$ cat src/hdl/crf_pkg.sv
// shared types and constants of the clipped rectangle fill engine
package crf_pkg;

  localparam int WIDTH_W  = 9;
  localparam int HEIGHT_W = 8;
  localparam int ROW_W    = WIDTH_W + HEIGHT_W;
  localparam int CORNER_W = 18;
  localparam int COLOR_W  = 32;

  localparam logic [1:0] FUNC_CLEAR      = 2'd0;
  localparam logic [1:0] FUNC_PIXEL_RECT = 2'd1;
  localparam logic [1:0] FUNC_WORLD_RECT = 2'd2;
  localparam logic [1:0] FUNC_READ       = 2'd3;

  localparam logic [1:0] CFG_SCREEN_WIDTH  = 2'd0;
  localparam logic [1:0] CFG_SCREEN_HEIGHT = 2'd1;

  localparam int QUEUE_DEPTH = 2;

  typedef logic signed [CORNER_W-1:0] corner_t;

  typedef struct packed {
    logic                is_read;
    logic                outside;
    logic [WIDTH_W-1:0]  sx;
    logic [WIDTH_W-1:0]  ex;
    logic [HEIGHT_W-1:0] sy;
    logic [HEIGHT_W-1:0] ey;
    logic [ROW_W-1:0]    row_base;
    logic [COLOR_W-1:0]  color;
  } crf_desc_t;

endpackage

$ cat src/hdl/crf_front.sv
// command front end: world transform, sort and clip, descriptor build
module crf_front (
  input  logic                          clk_i,
  input  logic                          rst_ni,
  input  logic                          start_i,
  output logic                          busy_o,
  input  logic [1:0]                    func_i,
  input  logic signed [15:0]            coord_a_x_i,
  input  logic signed [15:0]            coord_a_y_i,
  input  logic signed [15:0]            coord_b_x_i,
  input  logic signed [15:0]            coord_b_y_i,
  input  logic [crf_pkg::COLOR_W-1:0]   fill_color_i,
  input  logic [crf_pkg::WIDTH_W-1:0]   eff_width_i,
  input  logic [crf_pkg::HEIGHT_W-1:0]  eff_height_i,
  output logic                          push_o,
  output crf_pkg::crf_desc_t            desc_o,
  input  logic                          full_i
);

  typedef enum logic [2:0] {
    S_IDLE,
    S_MUL,
    S_ABS,
    S_DIV,
    S_CLIP,
    S_PUSH
  } state_e;

  localparam int DIV_SHIFT   = 10;
  localparam int DVD_W       = 17;
  localparam int QUO_W       = 13;
  localparam int RECIP_SHIFT = 22;
  localparam int PROD_W      = 35;
  localparam int DIVISOR     = 25;
  localparam int HALF_SCALE  = 12800;
  localparam logic [PROD_W-1:0] RECIP = PROD_W'(167773);

  state_e                          state_q;
  logic                            is_read_q;
  logic signed [15:0]              ax_q, ay_q, bx_q, by_q;
  logic [crf_pkg::COLOR_W-1:0]     color_q;
  crf_pkg::corner_t                cx_q [2];
  crf_pkg::corner_t                cy_q [2];
  logic [1:0]                      k_q;
  logic signed [27:0]              prod_q;
  logic [DVD_W-1:0]                dvd_q;
  logic                            neg_q;
  logic                            outside_q;
  logic [crf_pkg::WIDTH_W-1:0]     sx_q, ex_q;
  logic [crf_pkg::HEIGHT_W-1:0]    sy_q, ey_q;

  logic                            accept;
  logic [12:0]                     w_nine, h_sixteen;
  logic [crf_pkg::WIDTH_W-1:0]     extent, offset;
  logic signed [16:0]              op_a, op_b, diff;
  logic signed [27:0]              d_w, e_w, o_w, prod_d;
  logic [27:0]                     mag;
  logic [PROD_W-1:0]               recip_prod;
  logic [QUO_W-1:0]                quo;
  crf_pkg::corner_t                corner_n;
  crf_pkg::corner_t                lo_x, hi_x, lo_y, hi_y;
  logic                            rd_out;

  function automatic logic [crf_pkg::WIDTH_W-1:0] clip_to(
    crf_pkg::corner_t v, logic [crf_pkg::WIDTH_W-1:0] hi);
    crf_pkg::corner_t hi_s;
    hi_s = $signed({{(crf_pkg::CORNER_W-crf_pkg::WIDTH_W){1'b0}}, hi});
    if (v < 0) begin
      return '0;
    end else if (v > hi_s) begin
      return hi;
    end
    return v[crf_pkg::WIDTH_W-1:0];
  endfunction

  assign accept = start_i && (state_q == S_IDLE);
  assign busy_o = (state_q != S_IDLE);

  // extent selection and world operand
  assign w_nine    = 13'(eff_width_i) * 13'd9;
  assign h_sixteen = 13'(eff_height_i) * 13'd16;
  assign extent    = (w_nine > h_sixteen) ? {1'b0, eff_height_i} : eff_width_i;
  assign offset    = k_q[1] ? {1'b0, eff_height_i} : eff_width_i;
  assign op_a      = k_q[1] ? 17'(ay_q) : 17'(ax_q);
  assign op_b      = k_q[1] ? 17'(by_q) : 17'(bx_q);
  assign diff      = k_q[0] ? (op_a + op_b) : (op_a - op_b);
  assign d_w       = 28'(diff);
  assign e_w       = $signed({19'b0, extent});
  assign o_w       = $signed({19'b0, offset});
  assign prod_d    = d_w * e_w + o_w * 28'(HALF_SCALE);
  assign mag       = prod_q[27] ? 28'(-prod_q) : prod_q;

  // divide by the odd factor through its reciprocal
  assign recip_prod = PROD_W'(dvd_q) * RECIP;
  assign quo        = recip_prod[RECIP_SHIFT +: QUO_W];
  assign corner_n   = neg_q ? -$signed({{(crf_pkg::CORNER_W-QUO_W){1'b0}}, quo}) :
                              $signed({{(crf_pkg::CORNER_W-QUO_W){1'b0}}, quo});

  // sort and clip
  assign lo_x   = (cx_q[0] <= cx_q[1]) ? cx_q[0] : cx_q[1];
  assign hi_x   = (cx_q[0] <= cx_q[1]) ? cx_q[1] : cx_q[0];
  assign lo_y   = (cy_q[0] <= cy_q[1]) ? cy_q[0] : cy_q[1];
  assign hi_y   = (cy_q[0] <= cy_q[1]) ? cy_q[1] : cy_q[0];
  assign rd_out = (ax_q < 0) || (ax_q >= $signed({7'b0, eff_width_i})) ||
                  (ay_q < 0) || (ay_q >= $signed({8'b0, eff_height_i}));

  assign push_o = (state_q == S_PUSH) && !full_i;

  always_comb begin
    desc_o          = '0;
    desc_o.is_read  = is_read_q;
    desc_o.outside  = outside_q;
    desc_o.sx       = sx_q;
    desc_o.ex       = ex_q;
    desc_o.sy       = sy_q;
    desc_o.ey       = ey_q;
    desc_o.row_base = crf_pkg::ROW_W'(sy_q) * crf_pkg::ROW_W'(eff_width_i);
    desc_o.color    = color_q;
  end

  always_ff @(posedge clk_i or negedge rst_ni) begin
    if (!rst_ni) begin
      state_q <= S_IDLE;
      k_q     <= '0;
    end else begin
      unique case (state_q)
        S_IDLE: begin
          if (accept) begin
            ax_q      <= coord_a_x_i;
            ay_q      <= coord_a_y_i;
            bx_q      <= coord_b_x_i;
            by_q      <= coord_b_y_i;
            color_q   <= fill_color_i;
            is_read_q <= (func_i == crf_pkg::FUNC_READ);
            k_q       <= '0;
            unique case (func_i)
              crf_pkg::FUNC_CLEAR: begin
                cx_q[0] <= '0;
                cx_q[1] <= $signed({9'b0, eff_width_i});
                cy_q[0] <= '0;
                cy_q[1] <= $signed({10'b0, eff_height_i});
                state_q <= S_CLIP;
              end
              crf_pkg::FUNC_PIXEL_RECT: begin
                cx_q[0] <= crf_pkg::CORNER_W'(coord_a_x_i);
                cx_q[1] <= crf_pkg::CORNER_W'(coord_b_x_i);
                cy_q[0] <= crf_pkg::CORNER_W'(coord_a_y_i);
                cy_q[1] <= crf_pkg::CORNER_W'(coord_b_y_i);
                state_q <= S_CLIP;
              end
              crf_pkg::FUNC_WORLD_RECT: begin
                state_q <= S_MUL;
              end
              crf_pkg::FUNC_READ: begin
                state_q <= S_CLIP;
              end
              default: begin
                state_q <= S_IDLE;
              end
            endcase
          end
        end
        S_MUL: begin
          prod_q  <= prod_d;
          state_q <= S_ABS;
        end
        S_ABS: begin
          neg_q   <= prod_q[27];
          dvd_q   <= mag[DIV_SHIFT+DVD_W-1:DIV_SHIFT];
          state_q <= S_DIV;
        end
        S_DIV: begin
          if (k_q[1]) begin
            cy_q[k_q[0]] <= corner_n;
          end else begin
            cx_q[k_q[0]] <= corner_n;
          end
          k_q     <= k_q + 2'd1;
          state_q <= (k_q == 2'd3) ? S_CLIP : S_MUL;
        end
        S_CLIP: begin
          if (is_read_q) begin
            outside_q <= rd_out;
            sx_q      <= ax_q[crf_pkg::WIDTH_W-1:0];
            ex_q      <= ax_q[crf_pkg::WIDTH_W-1:0];
            sy_q      <= ay_q[crf_pkg::HEIGHT_W-1:0];
            ey_q      <= ay_q[crf_pkg::HEIGHT_W-1:0];
          end else begin
            outside_q <= 1'b0;
            sx_q      <= clip_to(lo_x, eff_width_i);
            ex_q      <= clip_to(hi_x, eff_width_i);
            sy_q      <= crf_pkg::HEIGHT_W'(clip_to(lo_y, {1'b0, eff_height_i}));
            ey_q      <= crf_pkg::HEIGHT_W'(clip_to(hi_y, {1'b0, eff_height_i}));
          end
          state_q <= S_PUSH;
        end
        S_PUSH: begin
          if (!full_i) begin
            state_q <= S_IDLE;
          end
        end
        default: begin
          state_q <= S_IDLE;
        end
      endcase
    end
  end

  a_busy_after_accept: assert property (@(posedge clk_i) disable iff (!rst_ni)
    accept |=> busy_o)
    else $error("front not busy after accepting a command");

  a_div_exact: assert property (@(posedge clk_i) disable iff (!rst_ni)
    (state_q == S_DIV) |-> ((int'(quo) * DIVISOR <= int'(dvd_q)) &&
                            (int'(dvd_q) < int'(quo) * DIVISOR + DIVISOR)))
    else $error("reciprocal divide off by one");

endmodule

$ cat config.mk
export PLATFORM = sky130hd
export DESIGN_NAME = crf_front
export DESIGN_NICKNAME = d
export VERILOG_FILES = /design/src/hdl/crf_pkg.sv /design/src/hdl/crf_front.sv
export SDC_FILE = /design/constraint.sdc
export NUM_CORES = 2
export LEC_CHECK = 0
export ABC_AREA = 0
export BUFFER_PORTS_ARGS = -buffer_cell sky130_fd_sc_hd__buf_2
export CORE_ASPECT_RATIO = 1.1
export CORE_UTILIZATION = 26
export DETAILED_ROUTE_END_ITERATION = 8
export HOLD_SLACK_MARGIN = 0.1
export PLACE_DENSITY = 0.44
export SYNTH_ARGS = -nofsm -noshare
export SYNTH_HDL_FRONTEND = slang
export SYNTH_SLANG_ARGS = --single-unit
$ cat constraint.sdc
create_clock -name clk_i -period 22 [get_ports clk_i]
set_clock_uncertainty 0.2 [all_clocks]
set_input_delay 2.2 -clock clk_i [delete_from_list [all_inputs] [get_ports clk_i]]
set_output_delay 2.2 -clock clk_i [all_outputs]
set_load 0.02 [all_outputs]
==> results summary <==
The clock period minus final worst setup slack is 12.26 ns. Input and output buffers added on the ports amount to ~210. The count of non-filler cells in the finished layout is 4661. The number of synthesized flops with an enable pin came out at 250. Yosys printed 0 warnings.

The maximum frequency from static timing analysis is 81.6 MHz. The number of routed nets with antenna violations came out at 0. The synthesis-to-finish area growth is 13.5%. The DRC violation total after the first TritonRoute iteration came out at 1467. The via count of the first global-routing pass came to 22600. The run finished with clean final reports. The sum of buffers and inverters on the critical path is 5. By area, the combinational part of the netlist is dominated by adder cells. The final setup violation count is 0. The critical hold path startpoint is prod_q[10]$_DFFE_PP_.

The overall routing resource usage came out at 16.6%. Setup repair after global routing left no endpoint under its margin. The sum of net half-perimeters after detailed placement is 78100 µm. The cell area after technology mapping is 29300 µm². STA classifies the critical path startpoint as a primary input. The adder-cell area share of the yosys netlist is 37.9%. The worst register-to-register path begins at k_q[1]$_DFFE_PN0P_. The worst pin sits at a relative slew slack of under 10%. The endpoint required time on the critical path came out at 22.10 ns. The area enclosed by the die boundary is between 100000 and 150000 µm². The sink count of the clock tree came out at 255. Wires add up to 94200 µm. Averaged over all synthesized cells, the footprint is 9.96 µm².

The initial antenna violation count is 3. The hold violation count in the final report came out at 0. Hold repair after CTS inserted 0 buffers. The synthesized net count is 3768. The largest fanout on the critical path is 16.

The area fraction in and, or, nand and nor cells after synthesis is a little under an eighth. The critical path's largest stage delay is 0.96 ns. The most used flip-flop cell after synthesis is sky130_fd_sc_hd__edfxtp_1.

The tightest min-delay check is of the flip-flop to flip-flop type. The portion of the clock cycle consumed by the worst path in the final layout came out at 55.7%. The number of gates resized after cts came out at 0. Of all cell types, the one taking the most synthesized area is sky130_fd_sc_hd__edfxtp_1. The worst setup slack after layout is about 9.7 ns. For this design, the slowest cell found on the critical path is sky130_fd_sc_hd__o21ai_0.

The clock buffer count from CTS came out at 34. The start-to-end type of the worst setup path is primary input to flip-flop. Leaving out fill and tap cells, the most frequent cells in the layout are sky130_fd_sc_hd__inv_1 (526), sky130_fd_sc_hd__ha_1 (403), sky130_fd_sc_hd__fa_1 (303). The initialized floorplan defines 128 standard-cell rows.

The share of post-route cells with drive strength above 1 is between 10% and 20%. The routability congestion estimate came out at 0.855. The share of the synthesized area in the top cell type is around 26%.

The wire length per cell is 20.2 µm. The leading cell type in the layout, fill and taps excluded is sky130_fd_sc_hd__inv_1. TritonCTS built the clock tree.

At the pin with the least slew margin, the transition time is 1.38 ns. The proportion of register bits with asynchronous set or reset after synthesis came out at under 10%. Across all layers, the routed design uses 21700 vias. CTS placed an instance of sky130_fd_sc_hd__clkbuf_16 at the clock tree root.

After synthesis, the cell types taking the most area are sky130_fd_sc_hd__edfxtp_1 (26%), sky130_fd_sc_hd__fa_1 (21%), sky130_fd_sc_hd__ha_1 (17%), sky130_fd_sc_hd__inv_1 (6.8%), sky130_fd_sc_hd__nand2_1 (3.4%). The die boundary width came out at 322 µm. The number of primary I/O pins came out at roughly 210. Entering global routing, the biggest net connects slightly above 70 pins. On the critical path the largest part of the delay comes from compound AO/OA/AOI/OAI gates. The core footprint came out at 111000 µm². The clock transition at the registers of the reported paths came out at 0.06 ns. OpenSTA, run right after detailed placement, puts the worst setup slack at 9.23 ns. For this configuration, the core starts out at a cell density of 26.4%.

The DRC violation count after routing is 0. Across all hold checks on the routed design, the worst slack comes to 0.410 ns. The cell count after placement is between 4000 and 5000. The clock insertion delay at the later pin of the skew report is 0.55 ns.

The first global-routing pass estimated 142000 µm of wire. Before antenna repair, the detailed router went through 5 iterations. The worst setup path is captured at a flip-flop. The floorplan die height came out at 354 µm. The flop and latch count out of synthesis is 255.

The H-tree was split into 2 levels. No sink is reached through more buffers than the 3 on the longest clock path. The total negative setup slack is 0 ns. The unique cell type count in the Yosys netlist came out at 75. The mux share of post-synthesis cell area is 2.22%. The buffer count from post-CTS setup fixing is 0. Summed over all layers, the global routing overflow is 0. The max capacitance violation total is 0. The synthesized instance count came out at slightly below 3000. Of the synthesized area, sequential elements account for 26.0%. The fraction of the mapped netlist area in compound gates came out at roughly 11%. The startpoint of the worst setup timing path is eff_width_i[5]. At the end of the flow, the number of nets in the layout was 3968. The signal arrival time at the worst endpoint came out at 12.36 ns. Dividing the detail-routed via count by the number of cells gives ~4.7. The synthesized-area fraction occupied by xor and xnor cells is about 3.7%. The max-slew violation total from the final report came to 0.
stage by stage:
step	area, µm²	utilization, %
after floorplan	29300	-
after global placement	32200	29.0
after detailed placement	32200	29.0
after CTS	33300	29.9
after global routing	33300	29.9
final	33300	29.9
cell families (layout without fill, tap and decap cells):
family / Yosys count / after routing
adder cells (fa/ha/maj): 706 / 706
AND/OR/NAND/NOR: 706 / 706
buffers and inverters: 602 / 824
AO/OA/AOI/OAI: 489 / 489
flip-flops: 255 / 255
XOR/XNOR: 124 / 124
multiplexers: 61 / 61
other: 0 / 1
cells in the mapped netlist (4+ instances only):
cell type,count
sky130_fd_sc_hd__inv_1,527
sky130_fd_sc_hd__ha_1,403
sky130_fd_sc_hd__fa_1,303
sky130_fd_sc_hd__nand2_1,265
sky130_fd_sc_hd__edfxtp_1,250
sky130_fd_sc_hd__o21ai_0,146
sky130_fd_sc_hd__nor2_1,140
sky130_fd_sc_hd__a21oi_1,105
sky130_fd_sc_hd__xnor2_1,96
sky130_fd_sc_hd__clkbuf_1,63
sky130_fd_sc_hd__nor2b_1,54
sky130_fd_sc_hd__and2_1,53
sky130_fd_sc_hd__nand2b_1,38
sky130_fd_sc_hd__a21o_1,33
sky130_fd_sc_hd__mux2_2,31
sky130_fd_sc_hd__o21a_1,31
sky130_fd_sc_hd__mux2i_1,30
sky130_fd_sc_hd__xor2_1,28
sky130_fd_sc_hd__nand3_1,27
sky130_fd_sc_hd__nor3_1,25
sky130_fd_sc_hd__nand4_1,22
sky130_fd_sc_hd__and3_1,20
sky130_fd_sc_hd__a221oi_1,18
sky130_fd_sc_hd__a31oi_1,18
sky130_fd_sc_hd__a22o_1,13
sky130_fd_sc_hd__a211oi_1,12
sky130_fd_sc_hd__nor4_1,12
sky130_fd_sc_hd__o211ai_1,12
sky130_fd_sc_hd__o21bai_1,12
sky130_fd_sc_hd__o31ai_1,12
sky130_fd_sc_hd__or3_1,12
sky130_fd_sc_hd__o221ai_1,10
sky130_fd_sc_hd__or2_2,10
sky130_fd_sc_hd__a21boi_0,8
sky130_fd_sc_hd__a32oi_1,8
sky130_fd_sc_hd__buf_1,7
sky130_fd_sc_hd__o22ai_1,7
sky130_fd_sc_hd__and4_1,6
sky130_fd_sc_hd__o21ai_1,6
sky130_fd_sc_hd__dfrtp_1,5
sky130_fd_sc_hd__a2111oi_0,4
flip-flops by register name, summed over array words and instances (netlist names), 2 cells and up:
signal   count
ax_q        16
ay_q        16
bx_q        16
by_q        16
color_q     32
cx_q        36
cy_q        36
dvd_q       17
ex_q         9
ey_q         8
k_q          2
prod_q      28
state_q      3
sx_q         9
sy_q         8
path summary, 6_finish.rpt:
kind	to	slack (ns)	cells after the start
max	prod_q[27]$_DFFE_PP_	9.74	40
min	dvd_q[0]$_DFFE_PP_	0.41	1
max reg2reg	prod_q[27]$_DFFE_PP_	11.37	35
min reg2reg	dvd_q[0]$_DFFE_PP_	0.41	1
max in group asynchronous	k_q[1]$_DFFE_PN0P_	20.01	1
min in group asynchronous	state_q[0]$_DFFE_PN0P_	1.33	1
final cells by class:
class | instances | area, µm²
tap | 1495 | 1870
timing repair buffer | 238 | 1270
inverter | 528 | 1980
fill | 11800 | 77900
multi-input combinational | 2086 | 19400
clock inverter | 15 | 149
clock buffer | 43 | 906
sequential | 255 | 7630
antenna | 1 | 2.50
metal layers:
metal,part of all wire (%),track usage [%],vias up
li1,-,-,10300
met1,46,22.8,10800
met5,0.014,0,-
met2,48,28.0,489
met4,1.6,3.03,2
met3,4.6,2.21,86
worst reg2reg max path, delay by kind of cell (launching register included):
kind                       cells  cell delay [ns]
and+or+nand+nor                7             1.19
muxes                          1             0.33
DFF                            1             0.62
adders and majority gates      7             3.23
AOI/OAI and AO/OA             12             2.70
xor gates and xnor gates       3             1.13
buffers and inverters          5             1.00
Power is left out: the tool's default activity adds up to more than one toggle a clock period on the data nets, which glitch-free logic cannot reach.
