**config.mk**
```make
export PLATFORM = sky130hd
export DESIGN_NAME = crf_queue
export DESIGN_NICKNAME = d
export VERILOG_FILES = /design/src/hdl/crf_pkg.sv /design/src/hdl/crf_queue.sv
export SDC_FILE = /design/constraint.sdc
export NUM_CORES = 1
export LEC_CHECK = 0
export BUFFER_PORTS_ARGS = -buffer_cell sky130_fd_sc_hd__clkbuf_2
export CAP_MARGIN = 20
export CORE_UTILIZATION = 50
export DETAILED_ROUTE_END_ITERATION = 10
export PLACE_DENSITY = 0.8
export SLEW_MARGIN = 20
export SYNTH_ARGS = -nofsm -noshare
export SYNTH_HDL_FRONTEND = slang
export SYNTH_SLANG_ARGS = --single-unit
```
**constraint.sdc**
```tcl
create_clock -name clk_i -period 9.3 [get_ports clk_i]
set_input_delay 0.465 -clock clk_i [delete_from_list [all_inputs] [get_ports clk_i]]
set_output_delay 0.465 -clock clk_i [all_outputs]
set_load 0.05 [all_outputs]
```
**src/hdl/crf_pkg.sv**
```systemverilog
// shared types and constants of the clipped rectangle fill engine
package crf_pkg;

  localparam int WIDTH_W  = 9;
  localparam int HEIGHT_W = 8;
  localparam int ROW_W    = WIDTH_W + HEIGHT_W;
  localparam int CORNER_W = 18;
  localparam int COLOR_W  = 32;

  localparam logic [1:0] FUNC_CLEAR      = 2'd0;
  localparam logic [1:0] FUNC_PIXEL_RECT = 2'd1;
  localparam logic [1:0] FUNC_WORLD_RECT = 2'd2;
  localparam logic [1:0] FUNC_READ       = 2'd3;

  localparam logic [1:0] CFG_SCREEN_WIDTH  = 2'd0;
  localparam logic [1:0] CFG_SCREEN_HEIGHT = 2'd1;

  localparam int QUEUE_DEPTH = 2;

  typedef logic signed [CORNER_W-1:0] corner_t;

  typedef struct packed {
    logic                is_read;
    logic                outside;
    logic [WIDTH_W-1:0]  sx;
    logic [WIDTH_W-1:0]  ex;
    logic [HEIGHT_W-1:0] sy;
    logic [HEIGHT_W-1:0] ey;
    logic [ROW_W-1:0]    row_base;
    logic [COLOR_W-1:0]  color;
  } crf_desc_t;

endpackage

```
**src/hdl/crf_queue.sv**
```systemverilog
// short descriptor queue between front end and pixel writer
module crf_queue (
  input  logic               clk_i,
  input  logic               rst_ni,
  input  logic               push_i,
  input  crf_pkg::crf_desc_t push_desc_i,
  output logic               full_o,
  input  logic               pop_i,
  output crf_pkg::crf_desc_t head_o,
  output logic               empty_o
);

  localparam int PTR_W = $clog2(crf_pkg::QUEUE_DEPTH);
  localparam int CNT_W = $clog2(crf_pkg::QUEUE_DEPTH + 1);

  crf_pkg::crf_desc_t entry_q [crf_pkg::QUEUE_DEPTH];
  logic [PTR_W-1:0]   wr_ptr_q, rd_ptr_q;
  logic [CNT_W-1:0]   cnt_q;

  assign full_o  = (cnt_q == CNT_W'(crf_pkg::QUEUE_DEPTH));
  assign empty_o = (cnt_q == '0);
  assign head_o  = entry_q[rd_ptr_q];

  always_ff @(posedge clk_i) begin
    if (push_i) begin
      entry_q[wr_ptr_q] <= push_desc_i;
    end
  end

  always_ff @(posedge clk_i or negedge rst_ni) begin
    if (!rst_ni) begin
      wr_ptr_q <= '0;
      rd_ptr_q <= '0;
      cnt_q    <= '0;
    end else begin
      if (push_i) begin
        wr_ptr_q <= (wr_ptr_q == PTR_W'(crf_pkg::QUEUE_DEPTH - 1)) ? '0 : wr_ptr_q + 1'b1;
      end
      if (pop_i) begin
        rd_ptr_q <= (rd_ptr_q == PTR_W'(crf_pkg::QUEUE_DEPTH - 1)) ? '0 : rd_ptr_q + 1'b1;
      end
      if (push_i && !pop_i) begin
        cnt_q <= cnt_q + 1'b1;
      end else if (pop_i && !push_i) begin
        cnt_q <= cnt_q - 1'b1;
      end
    end
  end

  a_no_overflow: assert property (@(posedge clk_i) disable iff (!rst_ni)
    push_i |-> (!full_o || pop_i))
    else $error("descriptor queue overflow");

  a_no_underflow: assert property (@(posedge clk_i) disable iff (!rst_ni)
    pop_i |-> !empty_o)
    else $error("descriptor queue underflow");

endmodule

```
==> flow_summary.toml, run 1 <==
[synth]
synth_top_family_by_area = "multiplexers"
syn_area_mm2 = 0.00653
synthAdderAreaFrac = 0.00192
synth-seq-cells = 174
synthSimpleGateAreaFrac = 0.00403
synth_compound_area_frac = 0
syn_inst = 281
ys_seq_area_frac = 0.798
synth.area.mux_share = 0.170
avgSynthCellArea_um2 = 23.2
synthDistinctLibCells = 15
synth_xor_area_frac = 0.00671
syn-num-nets = 371
ys_warn_count = 0

[critical_path]
worstPathCellList = "buf_4 > mux2_2 > clkbuf_2"
path_class = "flip-flop to output pin"
startpoint_type = "flip-flop"
crit_slowest_cell = "dfrtp_4"
cp_max_fo = 50
cp_top_family = "buffers and inverters"
critPathBufInv = 2
crit_path_end_kind = "output pin"
r2r-end = "entry_q[0][63]"
crit_required_ns = 8.84
arrival_ns = 2.69
reg2reg_from = "wr_ptr_q"
crit_path_max_incr_delay_ns = 0.85
rrSetupSlack_ns = 7.18
rr_worst_depth = 2

[placed_design]
port_buffers = 175
place.gp.congestion = 0.694
dpl.hpwl_um = 7180
dp.cells = 621
dp_slack_ns = 6.56

[layout]
fin_nets = 559
syn_to_final_growth_pct = 24.6
drive_gt1_frac = 0.608
final_common_cell = "clkbuf_2"
diodes = 0
mostFrequentLayoutCells = "175 x clkbuf_2, 170 x edfxtp_1, 45 x mux2_2"
instances_no_fill = 654
nFillCells = 892

[hold_path]
hp-start = "push_desc_i[17]"
min_to = "entry_q[0][17]"
hold_path.class = "input pin to flip-flop"
whs_path_depth = 1

[run]
cap_violations = 0

[floorplan]
start_util = 0.515
design.die.area_mm2 = 0.0135
io_pins = 176
die_y_um = 116
core_mm2 = 0.0127
rows = 41
die_w_um = 116

[clock_tree]
clkSinkCount = 174
cts_max_level = 4
insertion_delay_ns = 0.42
cts_inserted_buffers = 17
clk_path_buf_depth = 2
cts_tree = "built"
root_buffer = "clkbuf_16"
clkTransAtPathRegs_ns = 0.06

[route]
dr.pass1.iters = 4
drc_errors = 0
drt_iter0_drc = 204
viasPerCell = 4.83
finalWirelength_um = 10800
routedWlPerCell_um = 16.5
vias = 3158
drtAntennaViolNets = 0

[timing]
whs_ns = 0.236
layout_setup_ws_ns = 6.14
final-hold-violation-count = 0
timing.final.crit_share = 0.340
skew_ns = 0.00620
worst_pin_slew_ns = 0.921
fmax_mhz = 316
fin_tns_setup_ns = 0
slew_headroom = 0.386
maxSlewViolCount = 0
period_needed_ns = 3.16
rsz0062_at_grt = "no"
setup_violations = 0

[status]
status = "completed"

[global_routing]
grt_max_degree = 69
overflow = 0
grt_usage = 0.166
grt_pass1_vias = 3284
antenna_found_initial = 0
grt_pass1_wl_um = 16000

[pwr]
leakagePower_uw = 0.00323
p_per_area_mw_per_mm2 = 366
ir_worst_vdd_mv = 0.223
## registers in the layout (all words and copies together), names as in the netlist
signal and count:
rd_ptr_q 1, wr_ptr_q 1, cnt_q 2, entry_q 170
## how the worst max path moves through the flow
stage	slack, ns	to	depth (start not counted)	startpoint
after global routing	6.04	head_o[5]	3	rd_ptr_q
after CTS	6.11	head_o[11]	3	rd_ptr_q
after detailed placement	6.56	head_o[11]	3	rd_ptr_q
final	6.14	head_o[11]	3	rd_ptr_q
after floorplan	4.58	entry_q[0][0]	1	push_i
after global placement	6.57	head_o[11]	3	rd_ptr_q
## cells in the mapped netlist (all sizes together)
| cell | number | area [um^2] |
|---|---|---|
| edfxtp | 170 | 5100 |
| dfrtp | 4 | 100 |
| xor2 | 4 | 35.0 |
| nor2b | 2 | 12.5 |
| buf | 10 | 126 |
| inv | 1 | 3.75 |
| ha | 1 | 12.5 |
| nor2 | 2 | 7.51 |
| mux2 | 85 | 1110 |
| and2 | 1 | 6.26 |
| xnor2 | 1 | 8.76 |
## logic make-up after synthesis
group                    Yosys count
flip-flops                       174
adder cells (fa/ha/maj)            1
XOR/XNOR                           5
buffers and inverters             11
AND/OR/NAND/NOR                    5
multiplexers                      85
## report_power, final
part           switching (uW)  internal [uW]
logic                     819            346
registers                79.8           1040
clock network             270            420
total                    1170           1810
## worst reg2reg max path: stages (launching register included)
cell	delay [ns]
dfrtp_1	0.42
nor2b_4	0.46
buf_4	0.82
## per-stage QoR
step / utilization / area, um^2 / power (uW)
CTS: 0.642 / 8130 / 3010
floorplan: - / 6530 / 2130
global placement: 0.593 / 7520 / 2290
global route: 0.642 / 8130 / 3100
finish: 0.642 / 8130 / 2980
detailed placement: 0.595 / 7540 / 2320
## layer usage
layer  routed length, um  up-vias  global-route usage
met5                   0        -                   0
li1                    -     1491                   -
met3                 871       13              0.0695
met4                 158        0              0.0735
met2                5410      128               0.271
met1                4370     1526               0.191
## layout make-up
cell class                      count  area, um^2  area share
Sequential cell                   174        5210       0.641
Multi-Input combinational cell     96        1200       0.148
Timing Repair Buffer              179         921       0.113
Clock buffer                       20         437      0.0537
Tap cell                          172         215      0.0265
Clock inverter                     12         145      0.0179
Inverter                            1        3.75    0.000462
## timing repair
item	CTS	global route
hold endpoints to repair	4	0
setup buffers	0	0
resized for setup	0	0
hold buffers	1	0
No activity file was read; power rests on OpenSTA's default activity.
==> inputs of run 2 (changes only) <==
CORE_UTILIZATION = 47   (was 50)
PLACE_DENSITY = 0.78   (was 0.8)
clock period = 2.55 ns   (was 9.3 ns; I/O delays follow)
==> run 2 against run 1 <==
Compared with the run above:
- count of clock-buffer cells in the layout decreased by 1
- clock skew decreased by 0.0020 ns
- global-route usage increased by 1.6 points
- largest power group unchanged
- critical endpoint is now head_o[64]
- via count increased by 13%
- setup slack got worse by 5.9 ns
- combinational power increased to 3.8 times the previous value
- sequential share of layout area decreased by 6.7 points
- sequential cell count unchanged
- hold slack got worse by 0.17 ns
- non-clock buffer count increased by 91
- clock power increased to 3.8 times the previous value
- routed wire length increased by 16%
==> flow_summary.toml, run 2 (synthesized netlist as in run 1, its figures left out) <==
[clock_tree]
clkSinkCount = 174
cts_setup_buffers = 0
root_buffer = "clkbuf_16"
cts_max_level = 4
clkTransAtPathRegs_ns = 0.06
cts_tree = "built"
insertion_delay_ns = 0.41
clk_path_buf_depth = 2
cts_inserted_buffers = 17

[layout]
fin_nets = 650
final_common_cell = "clkbuf_2"
largest_register = "entry_q"
syn_to_final_growth_pct = 39.2
drive_gt1_frac = 0.518
reg_top3 = "entry_q x170, cnt_q x2"
diodes = 0
nFillCells = 869
largest_register_ffs = 170
instances_no_fill = 749
mostFrequentLayoutCells = "175 x clkbuf_2, 170 x edfxtp_1, 88 x dlygate4sd3_1"

[route]
dr.pass1.iters = 4
finalWirelength_um = 12600
drtAntennaViolNets = 0
drc_errors = 0
viasPerCell = 4.78
drt_iter0_drc = 193
routedWlPerCell_um = 16.8
vias = 3577

[global_routing]
grt_pass1_vias = 3878
grt_usage = 0.182
grt_max_degree = 45
antenna_found_initial = 0
overflow = 0
grt_pass1_wl_um = 19300

[timing]
skew_ns = 0.00424
slew_headroom = 0.605
period_needed_ns = 2.27
fmax_mhz = 441
fin_tns_setup_ns = 0
setup_violations = 0
worst_pin_slew_ns = 0.593
timing.final.crit_share = 0.890
rsz0062_at_grt = "no"
final-hold-violation-count = 0
maxSlewViolCount = 0

[critical_path]
crit_slowest_cell = "dfrtp_4"
crit_path_max_incr_delay_ns = 0.79
cp_top_family = "flip-flops"
cp_max_fo = 33
startpoint_type = "flip-flop"
worstPathCellList = "buf_4 > mux2_2 > clkbuf_2"
crit_required_ns = 2.42
arrival_ns = 2.14
path_class = "flip-flop to output pin"
crit_path_end_kind = "output pin"
critPathBufInv = 2

[placed_design]
place.gp.congestion = 0.721
port_buffers = 175
dp.cells = 629
dpl.hpwl_um = 7380

[status]
status = "completed"

[hold_path]
hold_path.class = "input pin to asynchronous set/reset pin"

[floorplan]
die_w_um = 120
die_y_um = 120
io_pins = 176
core_mm2 = 0.0134
start_util = 0.487
rows = 42
design.die.area_mm2 = 0.0144

[pwr]
ir_worst_vdd_mv = 0.658
leakagePower_uw = 0.00363
p_per_area_mw_per_mm2 = 1230

[run]
cap_violations = 0
## run 2: path summary, 6_finish.rpt
check,startpoint,to,slack [ns],cells past startpoint
worst max-delay path,rd_ptr_q,head_o[64],0.28,3
max in group asynchronous,rst_ni,rd_ptr_q,2.34,2
min in group clk_i,push_desc_i[44],entry_q[1][44],0.44,2
worst max register to register,wr_ptr_q,entry_q[1][33],1.01,2
worst min register to register,cnt_q[1],cnt_q[1],0.50,1
worst min-delay path,rst_ni,cnt_q[0],0.06,2
## run 2: through the flow
step / instance area [um^2] / hold slack (ns) / power [uW] / util / setup WS [ns]
2_1_floorplan: 6530 / -0.168 / 7730 / - / 0.442
3_3_place_gp: 7600 / -0.0584 / 8470 / 0.567 / 0.745
3_5_place_dp: 7600 / -0.0545 / 8540 / 0.567 / 0.736
4_1_cts: 9080 / 0.0324 / 11300 / 0.678 / 0.266
5_1_grt: 9080 / 0.0486 / 11600 / 0.678 / 0.203
6_report: 9080 / 0.0633 / 11200 / 0.678 / 0.281
## run 2: metal layers
layer  vias up  global-route usage  part of all wire
met5         -                   0                 0
met4         0              0.0734             0.015
met3        19              0.0518             0.059
met2       140               0.313              0.51
met1      1746               0.216              0.41
li1       1672                   -                 -
## run 2: timing repair
action / in CTS / in global routing
resized for setup: 0 / 0
hold endpoints to repair: 176 / 0
hold buffers: 88 / 0
## run 2: final cells by class
cell class | instances | area [um^2] | share of cell area
inverters | 1 | 3.75 | 0.000413
repair buffers | 270 | 1850 | 0.203
multi-input cells | 96 | 1200 | 0.132
clock buffers | 19 | 433 | 0.0477
well taps | 176 | 220 | 0.0242
clock inverters | 13 | 170 | 0.0187
flip-flops and latches | 174 | 5210 | 0.573
## run 2: where the power goes
group	switching (uW)	internal (uW)
clock	1010	1630
sequential	271	3800
combinational	3080	1410
## run 2: worst reg2reg max path: stages, from the launching register on
cell and delay, ns:
dfrtp_1 0.42, and2_4 0.42, buf_4 0.37
==> inputs of run 3 (changes only) <==
--- a/config.mk
+++ b/config.mk
@@ -11,2 +11,3 @@
 export DETAILED_ROUTE_END_ITERATION = 10
+export GPL_TIMING_DRIVEN = 0
 export PLACE_DENSITY = 0.78
--- a/constraint.sdc
+++ b/constraint.sdc
@@ -3,2 +3,2 @@
 set_output_delay 0.1275 -clock clk_i [all_outputs]
-set_load 0.05 [all_outputs]
+set_load 0.1 [all_outputs]
==> run 3 against run 2 <==
Compared with the run above:
- sequential share of layout area shrank 0.86 points
- clock skew grew 0.0029 ns
- routed wire length shrank 0.42%
- register-to-register slack lost 0.21 ns
- first-iteration DRC count grew 20%
- sequential cell count is the same
- global-route usage grew 0.24 points
- die area is the same
- critical path depth grew 2
- count of clock-buffer cells in the layout grew 2
==> flow_summary.toml, run 3 (synthesized netlist as in run 1, its figures left out) <==
[status]
status = "completed"

[critical_path]
path_class = "flip-flop to output pin"
rrSetupSlack_ns = 0.80
crit_path_end_kind = "output pin"
rr_worst_depth = 2
cp_top_family = "buffers and inverters"
critPathLaunch = "rd_ptr_q"
r2r-end = "entry_q[1][25]"
critPathBufInv = 4
worstPathCellList = "buf_6 > buf_8 > buf_12 > mux2_4 > clkbuf_2"
cp_max_fo = 10
arrival_ns = 1.92
crit_required_ns = 2.42
crit_slowest_cell = "clkbuf_2"
startpoint_type = "flip-flop"
reg2reg_from = "wr_ptr_q"
crit_path_max_incr_delay_ns = 0.38

[global_routing]
overflow = 0
antenna_found_initial = 0
grt_max_degree = 51
grt_pass1_vias = 4040
grt_pass1_wl_um = 19700
grt_usage = 0.185

[timing]
timing.final.crit_share = 0.801
whs_ns = 0.0595
worst_pin_slew_ns = 0.714
period_needed_ns = 2.04
maxSlewViolCount = 0
fin_tns_setup_ns = 0
final-hold-violation-count = 0
skew_ns = 0.00717
setup_violations = 0
layout_setup_ws_ns = 0.506
rsz0062_at_grt = "no"
slew_headroom = 0.524
fmax_mhz = 489

[clock_tree]
clkSinkCount = 174
insertion_delay_ns = 0.41
cts_tree = "built"
clkTransAtPathRegs_ns = 0.06
clk_path_buf_depth = 2
cts_max_level = 4
root_buffer = "clkbuf_16"
cts_inserted_buffers = 17

[layout]
largest_register = "entry_q"
mostFrequentLayoutCells = "175 x clkbuf_2, 170 x edfxtp_1, 88 x dlygate4sd3_1"
diodes = 0
reg_top3 = "entry_q x170, cnt_q x2"
fin_nets = 657
final_common_cell = "clkbuf_2"
syn_to_final_growth_pct = 41.2
drive_gt1_frac = 0.526
final_area_mm2 = 0.00921
nFillCells = 889
largest_register_ffs = 170

[placed_design]
dpl.hpwl_um = 7780
port_buffers = 175
place.gp.congestion = 0.706
dp_slack_ns = 0.793
placedInstanceArea_mm2 = 0.00772

[floorplan]
die_y_um = 120
io_pins = 176
rows = 42
die_w_um = 120
core_mm2 = 0.0134
start_util = 0.487
design.die.area_mm2 = 0.0144

[route]
viasPerCell = 4.79
drt_iter0_drc = 232
dr.pass1.iters = 4
drc_errors = 0
vias = 3625
routedWlPerCell_um = 16.6
finalWirelength_um = 12500
drtAntennaViolNets = 0

[run]
cap_violations = 0

[hold_path]
hold_path.class = "input pin to asynchronous set/reset pin"
## run 3: cell count changes in the layout (fill, tap and decap cells not counted), sizes merged
cell    delta
clkbuf     +2
clkinv     -2
buf        +7
## run 3: worst max-delay path by stage
stage | depth (start not counted) | endpoint
finish | 5 | head_o[23]
global route | 4 | head_o[77]
CTS | 5 | head_o[47]
detailed placement | 2 | entry_q[1][29]
global placement | 1 | entry_q[0][25]
floorplan | 1 | entry_q[0][0]
## run 3: area by class of cell
| class | instances | area [um^2] | area share |
|---|---|---|---|
| multi-input cells | 96 | 1200 | 0.130 |
| flip-flops and latches | 174 | 5200 | 0.565 |
| repair buffers | 267 | 1840 | 0.200 |
| plain buffers | 10 | 126 | 0.0137 |
| clock buffers | 21 | 450 | 0.0489 |
| well taps | 176 | 220 | 0.0239 |
| inverters | 1 | 3.75 | 0.000407 |
| clock inverters | 11 | 164 | 0.0178 |
## run 3: per-layer routing
layer  vias up  wire (um)  global-route usage
met1      1790       4910               0.200
li1       1682          -                   -
met2       139       6730               0.339
met5         -          0                   0
met3        14        741              0.0542
met4         0        156              0.0672
## run 3: metrics by stage
step | utilization | cells
global route | 0.688 | 756
global placement | 0.569 | 632
floorplan | - | 281
CTS | 0.688 | 756
detailed placement | 0.576 | 636
finish | 0.688 | 756
## run 3: what timing repair did
| item | CTS | global route |
|---|---|---|
| endpoints found under the hold margin | 176 | 0 |
| hold buffers | 88 | 0 |
| gates resized for setup | 0 | 0 |
| buffers inserted | 0 | 0 |
Power of run 3 is left out: the tool's default activity adds up to more than one toggle a clock period on the data nets, which glitch-free logic cannot reach.
